**src/rtl/soa_pkg.sv**
```systemverilog
`timescale 1ns / 1ps
`default_nettype none

package soa_pkg;

  // Fixed geometry of one handle: slab number above a six-bit slot number.
  localparam int unsigned SLOT_W      = 6;
  localparam int unsigned MAX_SLOTS   = 64;
  localparam int unsigned CNT_W       = 7;
  localparam logic [6:0]  RH_NIL      = 7'h7F;
  localparam logic [6:0]  OPS_RESET   = 7'd64;

  typedef enum logic [1:0] {
    OP_ALLOC   = 2'd0,
    OP_FREE    = 2'd1,
    OP_RELEASE = 2'd2,
    OP_NONE    = 2'd3
  } op_e;

  typedef enum logic [1:0] {
    RS_OK        = 2'd0,
    RS_NO_SLAB   = 2'd1,
    RS_BAD_HANDLE = 2'd2,
    RS_NOT_ALLOC = 2'd3
  } res_status_e;

  typedef enum logic [1:0] {
    LS_EMPTY   = 2'd0,
    LS_PARTIAL = 2'd1,
    LS_FULL    = 2'd2
  } lst_e;

  typedef enum logic [3:0] {
    FS_IDLE,
    FS_SELECT,
    FS_TAKE,
    FS_LINK,
    FS_FREE,
    FS_DECIDE,
    FS_UNLINK,
    FS_PUSH,
    FS_RELEASE,
    FS_DONE
  } fsm_e;

  typedef enum logic [3:0] {
    CMD_NOP,
    CMD_LATCH,
    CMD_SELECT,
    CMD_TAKE,
    CMD_LINK,
    CMD_FREE,
    CMD_DECIDE,
    CMD_UNLINK,
    CMD_PUSH,
    CMD_RELEASE,
    CMD_EMIT
  } cmd_e;

  typedef struct packed {
    logic [1:0] operation;
    logic [9:0] object_handle;
  } in_word_t;

  typedef struct packed {
    logic [1:0] status;
    logic [9:0] granted_handle;
    logic [1:0] slab_condition;
    logic [4:0] released_count;
  } out_word_t;

  typedef struct packed {
    logic sel_none;
    logic take_fail;
    logic take_recycled;
    logic free_fail;
    logic move_needed;
    logic rel_more;
    logic out_busy;
  } dp_status_t;

  // Effective slot count of a slab: zero acts as one, large values saturate.
  function automatic logic [6:0] used_slots(input logic [6:0] v);
    logic [6:0] r;
    r = v;
    if (v == 7'd0) begin
      r = 7'd1;
    end else if (v > 7'(MAX_SLOTS)) begin
      r = 7'(MAX_SLOTS);
    end
    return r;
  endfunction

endpackage

`default_nettype wire

```
**src/rtl/soa_ctrl.sv**
```systemverilog
`timescale 1ns / 1ps
`default_nettype none

module soa_ctrl (
  input  wire logic               clk_i,
  input  wire logic               rst_ni,
  input  wire logic               in_valid_i,
  input  wire soa_pkg::op_e       op_i,
  input  wire soa_pkg::dp_status_t stat_i,
  output logic                    in_ready_o,
  output soa_pkg::cmd_e           cmd_o
);

  import soa_pkg::*;

  fsm_e state_q, state_d;

  // Next state.
  always_comb begin
    state_d = state_q;
    case (state_q)
      FS_IDLE: begin
        if (in_valid_i) begin
          case (op_i)
            OP_ALLOC:   state_d = FS_SELECT;
            OP_FREE:    state_d = FS_FREE;
            OP_RELEASE: state_d = FS_RELEASE;
            default:    state_d = FS_DONE;
          endcase
        end
      end
      FS_SELECT:  state_d = stat_i.sel_none ? FS_DONE : FS_TAKE;
      FS_TAKE: begin
        if (stat_i.take_fail) begin
          state_d = FS_DONE;
        end else if (stat_i.take_recycled) begin
          state_d = FS_LINK;
        end else begin
          state_d = FS_DECIDE;
        end
      end
      FS_LINK:    state_d = FS_DECIDE;
      FS_FREE:    state_d = stat_i.free_fail ? FS_DONE : FS_DECIDE;
      FS_DECIDE:  state_d = stat_i.move_needed ? FS_UNLINK : FS_DONE;
      FS_UNLINK:  state_d = FS_PUSH;
      FS_PUSH:    state_d = FS_DONE;
      FS_RELEASE: state_d = stat_i.rel_more ? FS_RELEASE : FS_DONE;
      FS_DONE:    state_d = stat_i.out_busy ? FS_DONE : FS_IDLE;
      default:    state_d = FS_IDLE;
    endcase
  end

  // Commands to the datapath.
  always_comb begin
    in_ready_o = 1'b0;
    cmd_o      = CMD_NOP;
    case (state_q)
      FS_IDLE: begin
        in_ready_o = 1'b1;
        if (in_valid_i) begin
          cmd_o = CMD_LATCH;
        end
      end
      FS_SELECT:  cmd_o = CMD_SELECT;
      FS_TAKE:    cmd_o = CMD_TAKE;
      FS_LINK:    cmd_o = CMD_LINK;
      FS_FREE:    cmd_o = CMD_FREE;
      FS_DECIDE:  cmd_o = CMD_DECIDE;
      FS_UNLINK:  cmd_o = CMD_UNLINK;
      FS_PUSH:    cmd_o = CMD_PUSH;
      FS_RELEASE: cmd_o = CMD_RELEASE;
      FS_DONE:    cmd_o = stat_i.out_busy ? CMD_NOP : CMD_EMIT;
      default:    cmd_o = CMD_NOP;
    endcase
  end

  always_ff @(posedge clk_i or negedge rst_ni) begin
    if (!rst_ni) begin
      state_q <= FS_IDLE;
    end else begin
      state_q <= state_d;
    end
  end

endmodule

`default_nettype wire

```
**config.mk**
```make
export PLATFORM = sky130hd
export DESIGN_NAME = soa_ctrl
export DESIGN_NICKNAME = d
export VERILOG_FILES = /design/src/rtl/soa_pkg.sv /design/src/rtl/soa_ctrl.sv
export SDC_FILE = /design/constraint.sdc
export NUM_CORES = 1
export LEC_CHECK = 0
export ABC_CLOCK_PERIOD_IN_PS = 1600
export BUFFER_PORTS_ARGS = -buffer_cell sky130_fd_sc_hd__buf_2
export CORE_AREA = 2 2 39 41
export CTS_CLUSTER_DIAMETER = 40
export DETAILED_ROUTE_END_ITERATION = 10
export DIE_AREA = 0 0 41 43
export PLACE_DENSITY = 0.66
export REMOVE_ABC_BUFFERS = 1
export SETUP_SLACK_MARGIN = 0.5
export SLEW_MARGIN = 25
export SYNTH_ARGS = -nofsm -noshare
export SYNTH_HDL_FRONTEND = slang
export SYNTH_SLANG_ARGS = --single-unit
```
**constraint.sdc**
```tcl
create_clock -name clk_i -period 1.6 [get_ports clk_i]
set_input_delay 0.32 -clock clk_i [delete_from_list [all_inputs] [get_ports clk_i]]
set_output_delay 0.32 -clock clk_i [all_outputs]
set_load 0.03 [all_outputs]
```
==> impl_metrics.csv <==
group,metric,value,unit
outcome,status,"finished, violations left",
outcome,violations,"setup timing",
logic_synthesis,ys_seq_area_frac,0.205,
floorplanning,die_y,43,µm
drt,ant_nets,0,
drt,first_pass_iters,4,
placement,place_inst,94,
placement,place_hpwl,926,µm
timing,fmax,0.568,GHz
grt,grt_first_pass_wirelength,2330,µm
timing,skew,0.00557,ns
run,max-cap-violations,0,
clocking,clk_latency,0.24,ns
grt,track_usage,0.208,
critical_path,required,1.28,ns
clocking,htree_levels,1,
floorplanning,die_x,41,µm
pwr,power.leakage,0.377,nW
timing,maxSlewHeadroom,0.849,
clocking,numCtsBuffers,3,
timing,slew_viol_final,0,
timing,setup_viol,3,
final_layout,top_register,"state_q",
floorplanning,start_util,0.353,
clocking,root_buffer,"clkbuf_4",
final_layout,top_regs,"state_q x4",
critical_path,slowest_delay,0.40,ns
final_layout,fin_nets,108,
critical_path,rr_startpoint,"state_q[3]",
hold_path,hp-class,"input port to flop",
final_layout,antennaDiodeCount,0,
logic_synthesis,yosys_warnings,0,
timing,rsz0062_at_grt,"true",
timing,tightestPinTransition,0.225,ns
critical_path,r2r_cells,5,
timing,setup_ws,-0.161,ns
grt,grt_overflow,0,
drt,drt-vias-per-instance,5.53,
drt,wl_per_cell,13.6,µm
logic_synthesis,netlist_area,488,µm²
drt,drtIter0Drc,9,
clocking,clk_pin_slew,0.04,ns
critical_path,crit_slowest_cell,"or3b_4",
timing,finalCritPeriodShare,1.10,
placement,post-place-ws,0.0636,ns
critical_path,worstPathCellList,"or3b_4 -> a21oi_2 -> o21bai_1 -> buf_4",
critical_path,crit_path_start_kind,"flop",
critical_path,r2r_slack,0.06,ns
floorplanning,die_area,1760,µm²
logic_synthesis,avgSynthCellArea,8.00,µm²
critical_path,crit_family,"simple AND/OR/NAND/NOR gates",
hold_path,holdCritStartpoint,"stat_i[4]",
floorplanning,row_count,14,
critical_path,end_kind,"primary output",
final_layout,syn2layout_area_growth,64.6,%
timing,tns,-0.247,ns
clocking,cts_buffer_depth,2,
pwr,p_per_area,2210,nW/µm²
logic_synthesis,synth.distinct_cells,34,
logic_synthesis,yosys_register_bits,4,
critical_path,r2r_end,"state_q[2]",
logic_synthesis,yosysTopAreaCell,"dfrtp_1",
drt,wirelength,1450,µm
logic_synthesis,yosys_most_used_dff,"dfrtp_1",
floorplanning,core_area,1380,µm²
drt,vias,592,
placement,io_buffers,16,
hold_path,hold_path_depth,3,
drt,met1Wirelength,591,µm
clocking,cts.sinks,4,
drt,routed-wl-met2,745,µm
critical_path,cp.arrival,1.44,ns
timing,hold_violations,0,
final_layout,largest_register_ffs,4,
logic_synthesis,synth_commonest_cells,"5 x nand2_1, 5 x nand2b_1, 4 x dfrtp_1",
final_layout,fin_cells,107,
critical_path,worstSetupPathType,"flop to primary output",
logic_synthesis,synth_edf_count,0,
logic_synthesis,synth_top_area_frac,0.205,
drt,dr_wl_met3,66,µm
logic_synthesis,ys_async_sr_fraction,1.00,
grt,grt_max_degree,16,
drt,drc,0,
logic_synthesis,syn_inst,61,
critical_path,cp_max_fo,3,
hold_path,hold_end,"state_q[1]",
placement,gp_congestion,0.771,
logic_synthesis,synth_top_cells_by_area,"dfrtp_1 21%, ha_1 7.7%, nand2b_1 6.4%, o21bai_1 4.6%, o32a_1 4.1%",
timing,fin_crit,1.76,ns
final_layout,layout-drive-gt1-share,0.538,
drt,top_layer,"met4",
critical_path,crit_buf_inv,1,
floorplanning,io_pins,17,
grt,antenna_found_initial,0,
pwr,ir_drop,1.02,mV
grt,grt_pass1_vias,557,
final_layout,n_fill_cell,120,
clocking,cts_tree,"yes",
kinds of logic after synthesis:
logic type / count (synthesis) / share of synthesized area
buffers and inverters: 8 / 0.0872
AO/OA/AOI/OAI: 20 / 0.274
XOR/XNOR: 1 / 0.0180
AND/OR/NAND/NOR: 25 / 0.338
adder cells (fa/ha/maj): 3 / 0.0769
flip-flops: 4 / 0.205
cell type report:
| class | count | area (µm²) | area share |
|---|---|---|---|
| repair buffers | 31 | 230 | 0.287 |
| multi-input cells | 49 | 414 | 0.516 |
| flip-flops and latches | 4 | 101 | 0.126 |
| well taps | 16 | 20.0 | 0.0249 |
| inverters | 4 | 15.0 | 0.0187 |
| clock buffers | 3 | 22.5 | 0.0280 |
tightest hold or removal path, cell delays in order:
cell and delay, ns:
buf_2 0.11, inv_1 0.06, o22ai_2 0.08
where the power goes:
part / internal, mW / switching (mW)
combinational: 0.705 / 0.725
clock: 0.0843 / 0.0469
sequential: 0.153 / 0.0572
metal layers:
layer,track usage,vias to the layer above
met2,0.325,20
met1,0.225,285
met5,0,-
met3,0.0471,4
li1,-,283
met4,0.160,0
how the worst max path moves through the flow:
stage                     startpoint          to  slack, ns  cells past startpoint
final                     state_q[3]    cmd_o[3]      -0.16                      4
after global routing      state_q[3]    cmd_o[3]      -0.19                      4
after CTS                 state_q[2]    cmd_o[3]      -0.12                      4
after detailed placement  state_q[1]    cmd_o[3]       0.06                      4
after global placement    state_q[1]    cmd_o[3]       0.08                      4
after floorplan           state_q[1]  state_q[3]      -0.42                      4
per-stage QoR:
stage | power [mW] | cell area, µm² | hold slack [ns] | utilization
5_1_grt | 1.89 | 803 | 0.364 | 0.580
2_1_floorplan | 0.870 | 460 | 0.0244 | -
4_1_cts | 1.67 | 766 | 0.365 | 0.553
3_5_place_dp | 1.18 | 598 | 0.127 | 0.432
3_3_place_gp | 1.16 | 598 | 0.128 | 0.432
6_report | 1.77 | 803 | 0.363 | 0.580
timing repair:
item,CTS,global route
setup buffers,6,3
pin swaps,6,1
gates resized for setup,20,5
hold buffers,1,0
cloned,0,0
endpoints found under the setup margin,9,9
hold endpoints to repair,4,0
layout by cell type, fill, tap and decap left out:
cell	instances
buf_4	13
buf_2	11
buf_6	6
nand2_1	5
nand2b_1	4
inv_1	3
nor2_1	3
o21bai_1	3
ha_1	3
clkbuf_4	3
dfrtp_1	3
nor4_4	2
o21ai_2	2
nand2b_4	2
a21oi_2	2
a21oi_1	2
o32a_1	2
a31oi_1	2
o22ai_2	2
nor3b_2	1
inv_2	1
xnor2_1	1
nor2b_4	1
o21ai_1	1
or3b_4	1
and2b_1	1
or4_4	1
a211oi_1	1
nand4bb_1	1
o21ai_0	1
and3_1	1
nor2b_1	1
nor3_1	1
o31ai_1	1
a22oi_1	1
dlygate4sd3_1	1
dfrtp_2	1
(Power assumes the default switching activity.)
